### config.mk
export PLATFORM = sky130hd
export DESIGN_NAME = twr_ranging_engine
export DESIGN_NICKNAME = d
export VERILOG_FILES = /design/src/rtl/core/twr_pkg.sv /design/src/rtl/core/twr_range.sv /design/src/rtl/core/twr_ranging_engine.sv
export SDC_FILE = /design/constraint.sdc
export NUM_CORES = 2
export LEC_CHECK = 0
export BUFFER_PORTS_ARGS = -buffer_cell sky130_fd_sc_hd__buf_4
export CORE_ASPECT_RATIO = 1.1
export CORE_MARGIN = 5
export CORE_UTILIZATION = 55
export DETAILED_ROUTE_END_ITERATION = 10
export PLACE_DENSITY_LB_ADDON = 0.12
export SLEW_MARGIN = 20
export SYNTH_ARGS = -nofsm -noshare
export SYNTH_HDL_FRONTEND = slang
export SYNTH_SLANG_ARGS = --single-unit
### constraint.sdc
create_clock -name clk -period 27.5 [get_ports clk]
set_input_delay 1.375 -clock clk [delete_from_list [all_inputs] [get_ports clk]]
set_output_delay 1.375 -clock clk [all_outputs]
set_load 0.01 [all_outputs]
### src/rtl/core/twr_pkg.sv
// ----------------------------------------------------------------------------
// twr_pkg
// shared codes, widths and types of the two-way ranging engine
// ----------------------------------------------------------------------------
package twr_pkg;

  localparam int TsW  = 40;
  localparam int IvW  = 32;
  localparam int DenW = 34;
  localparam int DvdW = 72;
  localparam int CntW = 7;

  // action codes
  localparam logic [2:0] ACT_NONE    = 3'd0;
  localparam logic [2:0] ACT_POLL    = 3'd1;
  localparam logic [2:0] ACT_ANSWER  = 3'd2;
  localparam logic [2:0] ACT_FINAL   = 3'd3;
  localparam logic [2:0] ACT_REPORT  = 3'd4;
  localparam logic [2:0] ACT_RESTART = 3'd5;

  // event kinds
  localparam logic [2:0] EV_RX        = 3'd0;
  localparam logic [2:0] EV_TX        = 3'd1;
  localparam logic [2:0] EV_RX_TMO    = 3'd2;
  localparam logic [2:0] EV_TIMER_TMO = 3'd3;
  localparam logic [2:0] EV_RX_FAIL   = 3'd4;

  // message types
  localparam logic [2:0] MSG_POLL   = 3'd0;
  localparam logic [2:0] MSG_ANSWER = 3'd1;
  localparam logic [2:0] MSG_FINAL  = 3'd2;
  localparam logic [2:0] MSG_REPORT = 3'd3;

  // register indexes
  localparam logic REG_ANT_DELAY = 1'b0;
  localparam logic REG_INTERVAL  = 1'b1;

  localparam logic [15:0] ANT_DELAY_RST = 16'd32951;
  localparam logic [31:0] INTERVAL_RST  = 32'd4000;

  // distance = q8 * DIST_NUM / (DIST_DEN_LOW * 2^DIST_SHIFT)
  localparam logic [27:0] DIST_NUM     = 28'd149896229;
  localparam logic [9:0]  DIST_DEN_LOW = 10'd975;
  localparam int          DIST_SHIFT   = 23;

  typedef struct packed {
    logic [TsW-1:0] flight;
    logic [31:0]    dist_mm;
    logic           zero_div;
  } range_res_t;

endpackage

### src/rtl/core/twr_range.sv
// ----------------------------------------------------------------------------
// twr_range
// serial range unit: shift-add multiplier and restoring divider, one bit a cycle
// ----------------------------------------------------------------------------
module twr_range (
  input  logic                  clk,
  input  logic                  rst_n,
  input  logic                  start,
  input  logic [31:0]           r1,
  input  logic [31:0]           p1,
  input  logic [31:0]           r2,
  input  logic [31:0]           p2,
  output logic                  done,
  output twr_pkg::range_res_t   res
);

  localparam logic [3:0] S_IDLE = 4'd0;
  localparam logic [3:0] S_MULA = 4'd1;
  localparam logic [3:0] S_MULB = 4'd2;
  localparam logic [3:0] S_MAG  = 4'd3;
  localparam logic [3:0] S_DIV1 = 4'd4;
  localparam logic [3:0] S_SAT  = 4'd5;
  localparam logic [3:0] S_MULK = 4'd6;
  localparam logic [3:0] S_DIV2 = 4'd7;
  localparam logic [3:0] S_FIN  = 4'd8;

  localparam int DvdW = twr_pkg::DvdW;
  localparam int DenW = twr_pkg::DenW;

  logic [3:0]                 state_r;
  logic [twr_pkg::CntW-1:0]   cnt_r;
  logic [DvdW-1:0]            mcand_r;
  logic [39:0]                mplier_r;
  logic [DvdW-1:0]            acc_r;
  logic [DvdW-1:0]            dvd_r;
  logic [DenW-1:0]            rem_r;
  logic [DenW-1:0]            dsr_r;
  logic [31:0]                p1_r, p2_r;
  logic [63:0]                a_r;
  logic                       neg_r;
  logic [39:0]                q8_r;
  twr_pkg::range_res_t        res_r;

  logic [DenW-1:0]  den;
  logic [DvdW-1:0]  acc_sum;
  logic [DenW:0]    trial;
  logic             ge;
  logic [DenW-1:0]  rem_nxt;
  logic [DvdW-1:0]  dvd_nxt;
  logic             last;
  logic [63:0]      mag;
  logic             sat;
  logic [39:0]      q8;
  logic [44:0]      dq;
  logic [31:0]      dsat;

  assign den = {2'b0, r1} + {2'b0, r2} + {2'b0, p1} + {2'b0, p2};
  assign acc_sum = acc_r + (mplier_r[0] ? mcand_r : '0);
  assign trial = {rem_r, dvd_r[DvdW-1]};
  assign ge = trial >= {1'b0, dsr_r};
  assign rem_nxt = ge ? DenW'(trial - {1'b0, dsr_r}) : trial[DenW-1:0];
  assign dvd_nxt = {dvd_r[DvdW-2:0], ge};
  assign last = cnt_r == twr_pkg::CntW'(1);
  assign mag = (a_r < acc_r[63:0]) ? acc_r[63:0] - a_r : a_r - acc_r[63:0];
  assign sat = dvd_r[DvdW-1:39] != '0;
  assign q8 = sat ? (neg_r ? 40'h80_0000_0000 : 40'h7F_FFFF_FFFF) : dvd_r[39:0];
  assign dq = dvd_nxt[44:0];
  // clamp the distance magnitude to the signed range
  always_comb begin
    if (neg_r) begin
      dsat = (dq > 45'h0_8000_0000) ? 32'h8000_0000 : dq[31:0];
    end else begin
      dsat = (dq > 45'h0_7FFF_FFFF) ? 32'h7FFF_FFFF : dq[31:0];
    end
  end

  always_ff @(posedge clk) begin
    if (!rst_n) begin
      state_r <= S_IDLE;
      cnt_r   <= '0;
    end else begin
      case (state_r)
        S_IDLE: begin
          if (start) begin
            p1_r  <= p1;
            p2_r  <= p2;
            dsr_r <= den;
            if (den == '0) begin
              res_r   <= '{flight: '0, dist_mm: '0, zero_div: 1'b1};
              state_r <= S_FIN;
            end else begin
              mcand_r  <= {40'b0, r1};
              mplier_r <= {8'b0, r2};
              acc_r    <= '0;
              cnt_r    <= twr_pkg::CntW'(32);
              state_r  <= S_MULA;
            end
          end
        end
        S_MULA, S_MULB, S_MULK: begin
          acc_r    <= acc_sum;
          mcand_r  <= {mcand_r[DvdW-2:0], 1'b0};
          mplier_r <= {1'b0, mplier_r[39:1]};
          cnt_r    <= cnt_r - twr_pkg::CntW'(1);
          if (last) begin
            if (state_r == S_MULA) begin
              a_r      <= acc_sum[63:0];
              mcand_r  <= {40'b0, p1_r};
              mplier_r <= {8'b0, p2_r};
              acc_r    <= '0;
              cnt_r    <= twr_pkg::CntW'(32);
              state_r  <= S_MULB;
            end else if (state_r == S_MULB) begin
              state_r <= S_MAG;
            end else begin
              dvd_r   <= {27'b0, acc_sum[67:twr_pkg::DIST_SHIFT]};
              dsr_r   <= {24'b0, twr_pkg::DIST_DEN_LOW};
              rem_r   <= '0;
              cnt_r   <= twr_pkg::CntW'(DvdW);
              state_r <= S_DIV2;
            end
          end
        end
        S_MAG: begin
          // acc holds p1*p2 here
          neg_r   <= a_r < acc_r[63:0];
          dvd_r   <= {mag, 8'b0};
          rem_r   <= '0;
          cnt_r   <= twr_pkg::CntW'(DvdW);
          state_r <= S_DIV1;
        end
        S_DIV1, S_DIV2: begin
          rem_r <= rem_nxt;
          dvd_r <= dvd_nxt;
          cnt_r <= cnt_r - twr_pkg::CntW'(1);
          if (last) begin
            if (state_r == S_DIV1) begin
              state_r <= S_SAT;
            end else begin
              res_r.dist_mm  <= neg_r ? 32'(0 - dsat) : dsat;
              res_r.flight   <= neg_r ? 40'(0 - q8_r) : q8_r;
              res_r.zero_div <= 1'b0;
              state_r        <= S_FIN;
            end
          end
        end
        S_SAT: begin
          q8_r     <= q8;
          mcand_r  <= {32'b0, q8};
          mplier_r <= {12'b0, twr_pkg::DIST_NUM};
          acc_r    <= '0;
          cnt_r    <= twr_pkg::CntW'(28);
          state_r  <= S_MULK;
        end
        S_FIN: begin
          state_r <= S_IDLE;
        end
        default: begin
          state_r <= S_IDLE;
        end
      endcase
    end
  end

  assign done = state_r == S_FIN;
  assign res  = res_r;

endmodule

### src/rtl/core/twr_ranging_engine.sv
// ----------------------------------------------------------------------------
// twr_ranging_engine
// double-sided two-way ranging engine for a uwb radio
// ----------------------------------------------------------------------------
// One radio event is taken per item and gives one result item. Every event
// but a received report is answered in the result register in the next
// cycle. A received report starts the serial range unit, which works one bit
// a cycle: a start step, two multiplies, a magnitude step, a divide, a
// saturation step, a multiply by the distance constant, a divide by its odd
// part and a finishing step; with a zero divisor it goes from the start
// straight to the finishing step. The input stalls while the range unit is
// busy or a result waits on a stalled output.
// ----------------------------------------------------------------------------
module twr_ranging_engine (
  input  logic        clk,
  input  logic        rst_n,
  // configuration
  input  logic        cfg_we,
  input  logic        cfg_index,
  input  logic [31:0] cfg_wdata,
  // radio events
  input  logic        in_valid,
  output logic        in_stall,
  input  logic [2:0]  in_event_kind,
  input  logic [39:0] in_radio_time,
  input  logic        in_rx_empty,
  input  logic [2:0]  in_rx_type,
  input  logic [7:0]  in_rx_seq,
  input  logic [39:0] in_rx_peer_poll_rx,
  input  logic [39:0] in_rx_peer_answer_tx,
  input  logic [39:0] in_rx_peer_final_rx,
  // results
  output logic        out_valid,
  input  logic        out_stall,
  output logic [2:0]  out_action,
  output logic [7:0]  out_tx_seq,
  output logic [39:0] out_tx_poll_rx,
  output logic [39:0] out_tx_answer_tx,
  output logic [39:0] out_tx_final_rx,
  output logic        out_range_valid,
  output logic signed [39:0] out_flight_ticks_q8,
  output logic signed [31:0] out_distance_mm,
  output logic        out_zero_divisor,
  output logic [31:0] out_next_timeout
);

  // configuration registers
  logic [15:0] ant_delay_r;
  logic [31:0] interval_r;

  // ranging state
  logic [39:0] poll_tx_r, poll_rx_r, ans_tx_r, ans_rx_r, fin_tx_r, fin_rx_r;
  logic [2:0]  last_tx_r;
  logic [7:0]  own_seq_r;
  logic [31:0] held_tmo_r;

  // control
  logic        busy_r;
  logic        start_r;
  logic        out_valid_r;

  // result register
  logic [2:0]  act_r;
  logic [7:0]  seq_r;
  logic [39:0] rep_poll_r, rep_ans_r, rep_fin_r;
  logic        rng_r;
  logic [39:0] flight_r;
  logic [31:0] dist_r;
  logic        zd_r;
  logic [31:0] tmo_r;

  logic                accept;
  logic                out_take;
  logic [39:0]         half;
  logic [39:0]         arrive;
  logic [39:0]         depart;
  logic                rng_done;
  twr_pkg::range_res_t rng_res;

  assign out_take = out_valid_r & ~out_stall;
  assign in_stall = busy_r | (out_valid_r & out_stall);
  assign accept   = in_valid & ~in_stall;

  // half the antenna delay comes off receive stamps and goes on send stamps
  assign half   = {25'b0, ant_delay_r[15:1]};
  assign arrive = in_radio_time - half;
  assign depart = in_radio_time + half;

  twr_range u_range (
    .clk   (clk),
    .rst_n (rst_n),
    .start (start_r),
    .r1    (ans_rx_r[31:0] - poll_tx_r[31:0]),
    .p1    (ans_tx_r[31:0] - poll_rx_r[31:0]),
    .r2    (fin_rx_r[31:0] - ans_tx_r[31:0]),
    .p2    (fin_tx_r[31:0] - ans_rx_r[31:0]),
    .done  (rng_done),
    .res   (rng_res)
  );

  always_ff @(posedge clk) begin
    if (!rst_n) begin
      ant_delay_r <= twr_pkg::ANT_DELAY_RST;
      interval_r  <= twr_pkg::INTERVAL_RST;
      poll_tx_r   <= '0;
      poll_rx_r   <= '0;
      ans_tx_r    <= '0;
      ans_rx_r    <= '0;
      fin_tx_r    <= '0;
      fin_rx_r    <= '0;
      last_tx_r   <= twr_pkg::ACT_NONE;
      own_seq_r   <= '0;
      held_tmo_r  <= '0;
      busy_r      <= 1'b0;
      start_r     <= 1'b0;
      out_valid_r <= 1'b0;
    end else begin
      start_r <= 1'b0;
      if (out_take) begin
        out_valid_r <= 1'b0;
      end

      if (cfg_we) begin
        case (cfg_index)
          twr_pkg::REG_ANT_DELAY: ant_delay_r <= cfg_wdata[15:0];
          twr_pkg::REG_INTERVAL:  interval_r  <= cfg_wdata;
          default: ;
        endcase
      end

      // range finished: the result register is free by now
      if (rng_done) begin
        busy_r      <= 1'b0;
        out_valid_r <= 1'b1;
        flight_r    <= rng_res.flight;
        dist_r      <= rng_res.dist_mm;
        zd_r        <= rng_res.zero_div;
      end

      if (accept) begin
        // defaults for a plain result
        act_r       <= twr_pkg::ACT_NONE;
        seq_r       <= '0;
        rep_poll_r  <= '0;
        rep_ans_r   <= '0;
        rep_fin_r   <= '0;
        rng_r       <= 1'b0;
        flight_r    <= '0;
        dist_r      <= '0;
        zd_r        <= 1'b0;
        tmo_r       <= held_tmo_r;
        out_valid_r <= 1'b1;
        case (in_event_kind)
          twr_pkg::EV_RX: begin
            if (in_rx_empty) begin
              held_tmo_r <= '0;
              tmo_r      <= '0;
            end else begin
              case (in_rx_type)
                twr_pkg::MSG_POLL: begin
                  poll_rx_r <= arrive;
                  last_tx_r <= twr_pkg::ACT_ANSWER;
                  act_r     <= twr_pkg::ACT_ANSWER;
                  seq_r     <= in_rx_seq;
                end
                twr_pkg::MSG_ANSWER: begin
                  ans_rx_r  <= arrive;
                  last_tx_r <= twr_pkg::ACT_FINAL;
                  act_r     <= twr_pkg::ACT_FINAL;
                  seq_r     <= in_rx_seq;
                end
                twr_pkg::MSG_FINAL: begin
                  fin_rx_r   <= arrive;
                  last_tx_r  <= twr_pkg::ACT_REPORT;
                  act_r      <= twr_pkg::ACT_REPORT;
                  seq_r      <= in_rx_seq;
                  rep_poll_r <= poll_rx_r;
                  rep_ans_r  <= ans_tx_r;
                  rep_fin_r  <= arrive;
                end
                twr_pkg::MSG_REPORT: begin
                  // peer stamps replace ours, then the range unit runs
                  poll_rx_r   <= in_rx_peer_poll_rx;
                  ans_tx_r    <= in_rx_peer_answer_tx;
                  fin_rx_r    <= in_rx_peer_final_rx;
                  act_r       <= twr_pkg::ACT_RESTART;
                  rng_r       <= 1'b1;
                  held_tmo_r  <= interval_r;
                  tmo_r       <= interval_r;
                  busy_r      <= 1'b1;
                  start_r     <= 1'b1;
                  out_valid_r <= 1'b0;
                end
                default: ;
              endcase
            end
          end
          twr_pkg::EV_TX: begin
            case (last_tx_r)
              twr_pkg::ACT_POLL:   poll_tx_r <= depart;
              twr_pkg::ACT_ANSWER: ans_tx_r  <= depart;
              twr_pkg::ACT_FINAL:  fin_tx_r  <= depart;
              default: ;
            endcase
            held_tmo_r <= interval_r;
            tmo_r      <= interval_r;
          end
          twr_pkg::EV_RX_TMO: begin
            act_r <= twr_pkg::ACT_RESTART;
          end
          twr_pkg::EV_TIMER_TMO: begin
            poll_tx_r  <= '0;
            poll_rx_r  <= '0;
            ans_tx_r   <= '0;
            ans_rx_r   <= '0;
            fin_tx_r   <= '0;
            fin_rx_r   <= '0;
            own_seq_r  <= 8'd1;
            last_tx_r  <= twr_pkg::ACT_POLL;
            act_r      <= twr_pkg::ACT_POLL;
            seq_r      <= 8'd1;
            held_tmo_r <= '0;
            tmo_r      <= '0;
          end
          twr_pkg::EV_RX_FAIL: begin
            tmo_r <= '0;
          end
          default: ;
        endcase
      end
    end
  end

  assign out_valid           = out_valid_r;
  assign out_action          = act_r;
  // a new poll carries our own sequence number
  assign out_tx_seq          = (act_r == twr_pkg::ACT_POLL) ? own_seq_r : seq_r;
  assign out_tx_poll_rx      = rep_poll_r;
  assign out_tx_answer_tx    = rep_ans_r;
  assign out_tx_final_rx     = rep_fin_r;
  assign out_range_valid     = rng_r;
  assign out_flight_ticks_q8 = flight_r;
  assign out_distance_mm     = dist_r;
  assign out_zero_divisor    = zd_r;
  assign out_next_timeout    = tmo_r;

endmodule
==> impl_metrics.yaml <==
status:
  status: "finished clean"
timing:
  fin_worst_skew_ps: 47.9
  fmax_ghz: 0.0843
  max_slew_margin_pct: 15.8
  tns_ps: 0
  setup_slack_ps: 15640
  worstMarginPinSlew_ps: 1260
  period_needed_ps: 11860
  rsz0062_at_grt: "false"
  finalHoldViolCount: 0
  post-route-period-util_pct: 43.1
  whs_ps: 436
  finalSetupViolCount: 0
  slew_viol_final: 0
pwr:
  p_per_area_nw_per_um2: 82.5
  irDropWorstVdd_uv: 108
  p_leak_nw: 32.1
  p_total_mw: 6.51
synthesis:
  yosys.area.top_type: "edfxtp_1"
  syn_area_per_cell_um2: 9.17
  synth-async-reset-ratio_pct: 0
  synth_warnings: 0
  ys_top_cells_by_count: "edfxtp_1, nand2_1, nor2_1, a21oi_1, o21ai_0"
  yosysTopAreaCellShare_pct: 33.6
  syn_nets: 8379
  synth_edf_count: 787
  synthesis.area_um2: 70300
  yosys-top-cells-area: "edfxtp_1, dfxtp_1, ha_1"
  yosysSeqAreaShare_pct: 42.3
  synthFlopType: "edfxtp_1"
  yosysUniqueCellTypes: 96
  synth_seq_cells: 1092
  synthCells: 7672
  synth_most_common_cell: "edfxtp_1"
clock_network:
  cts_buffers: 114
  cts_resized: 0
  cts_max_level: 3
  holdBufCountCts: 0
  clkTransAtPathRegs_ps: 60
  clkSinkCount: 1092
  clock_latency_ps: 760
  cts_root_buf: "clkbuf_16"
  cts_tree: "yes"
  ctsLongestPathBuffers: 3
  postCtsSetupBuffers: 0
floorplanning:
  start_util_pct: 55.4
  io_pins: 452
  die_y_um: 385
  core_um2: 127000
  die_area_um2: 135000
  rows: 137
  die_w_um: 351
setup_path:
  arrival_ps: 12230
  crit_type: "flip-flop to flip-flop"
  startpoint_type: "flip-flop"
  endpoint_kind: "flip-flop"
  required_ps: 27860
  cpPeakStageDelay_ps: 880
  critPathMaxFanout: 68
  cpMaxStageDelayCell: "nor4b_1"
route:
  drc: 0
  wire_per_inst_um: 24.4
  dr.pass1.iters: 8
  drt_iter0_drc: 5290
  routed_wl_mm: 237
  ant_nets: 0
  vias: 59826
  via_per_inst: 6.18
flow_run:
  drv_cap: 0
layout:
  syn_to_final_growth_pct: 12.2
  drive_gt1_share_pct: 10.1
  nNetsFinal: 8619
  finish.utilization_pct: 62.1
global_routing:
  antenna_found_initial: 15
  grt_max_degree: 169
  overflow: 0
  grt_pass1_vias: 58066
  grt_pass1_wl_mm: 353
  grt_usage_pct: 34.0
placed_design:
  port_buffers: 443
  gp_congestion: 0.996
  hpwl_mm: 181
  dp_worst_setup_slack_ps: 15950
min_path:
  hold_class: "flip-flop to flip-flop"
## logic make-up after synthesis
family	Yosys count	share of synthesized area, %
buf+inv	881	4.76
simple gates	2433	16.4
mux	73	1.05
compound gates	2258	20.7
fa+ha+maj	494	9.26
xor+xnor	441	5.51
flops	1092	42.3
## final cells by class
| cell class | instances | area [um2] |
|---|---|---|
| Clock inverter | 73 | 791 |
| Tap cell | 1668 | 2090 |
| Clock buffer | 139 | 3120 |
| Sequential cell | 1092 | 29700 |
| Fill cell | 10919 | 48100 |
| Multi-Input combinational cell | 5699 | 37400 |
| Inverter | 486 | 1830 |
| Timing Repair Buffer | 519 | 3910 |
| Antenna cell | 9 | 22.5 |
## through the flow
stage                     cells  instance area [um2]
after floorplan            7672                70300
after global placement     9464                75000
after detailed placement   9464                75000
after CTS                  9676                78900
after global routing       9680                78900
final                      9685                78900
## cells in the final DEF, fill, tap and decap left out, types with 32 or more instances in the layout
cell type	instances
nand3_1	131
nor3_1	120
or3_1	39
nor4_1	39
o21ai_0	490
nor2b_1	70
nand4_1	62
nor2_1	689
clkbuf_16	118
ha_1	450
nand2_1	719
o31ai_1	44
mux2i_1	65
o21a_1	70
o21bai_1	80
a21o_1	227
and3_1	117
o211ai_1	55
edfxtp_1	787
dfxtp_1	305
a21oi_1	671
inv_1	481
a221oi_1	38
and2_1	267
a31oi_1	75
fa_1	44
xor2_1	182
xnor2_1	258
nand2b_1	59
a22oi_1	35
buf_4	518
a211oi_1	92
a222oi_1	32
## routing by layer
layer  GRT usage, %  part of all wire [%]  up-vias
met3           6.72                   8.1      507
met5              0                 0.040        -
li1               -                     -    28205
met1           42.3                    40    28662
met2           56.9                    47     2440
met4           16.2                   5.4       12
## sequential cells by signal (all words and copies together) (netlist names), 64 cells and up
| signal | cells |
|---|---|
| u_range.dvd_r | 72 |
| u_range.a_r | 64 |
| u_range.acc_r | 68 |
| u_range.mcand_r | 68 |
| u_range.res | 73 |
## worst paths after layout
check,start,endpoint,slack (ps),cells past startpoint
min,poll_rx_r[18]$_SDFFE_PN0P_,poll_rx_r[18]$_SDFFE_PN0P_,440,2
min reg2reg,poll_rx_r[18]$_SDFFE_PN0P_,poll_rx_r[18]$_SDFFE_PN0P_,440,2
max,fin_rx_r[0]$_SDFFE_PN0P_,u_range.res[48]$_SDFFCE_PP0P_,15640,39
max reg2reg,fin_rx_r[0]$_SDFFE_PN0P_,u_range.res[48]$_SDFFCE_PP0P_,15640,39
## critical path, delay by kind of cell, from the launching register on
kind	cells	cell delay, ps
AO/OA/AOI/OAI	19	4490
buffers and inverters	5	1180
AND/OR/NAND/NOR	10	3920
XOR/XNOR	1	220
adder cells (fa/ha/maj)	4	1240
flip-flops	1	320
## power by group
| group | switching (mW) | leakage (nW) | total (mW) | internal, mW |
|---|---|---|---|---|
| Clock | 0.700 | 1.90 | 1.62 | 0.923 |
| Combinational | 1.79 | 20.3 | 2.93 | 1.14 |
| Sequential | 0.0308 | 9.91 | 1.96 | 1.93 |
| Total | 2.52 | 32.1 | 6.51 | 3.99 |
No activity file was read; power rests on OpenSTA's default activity.
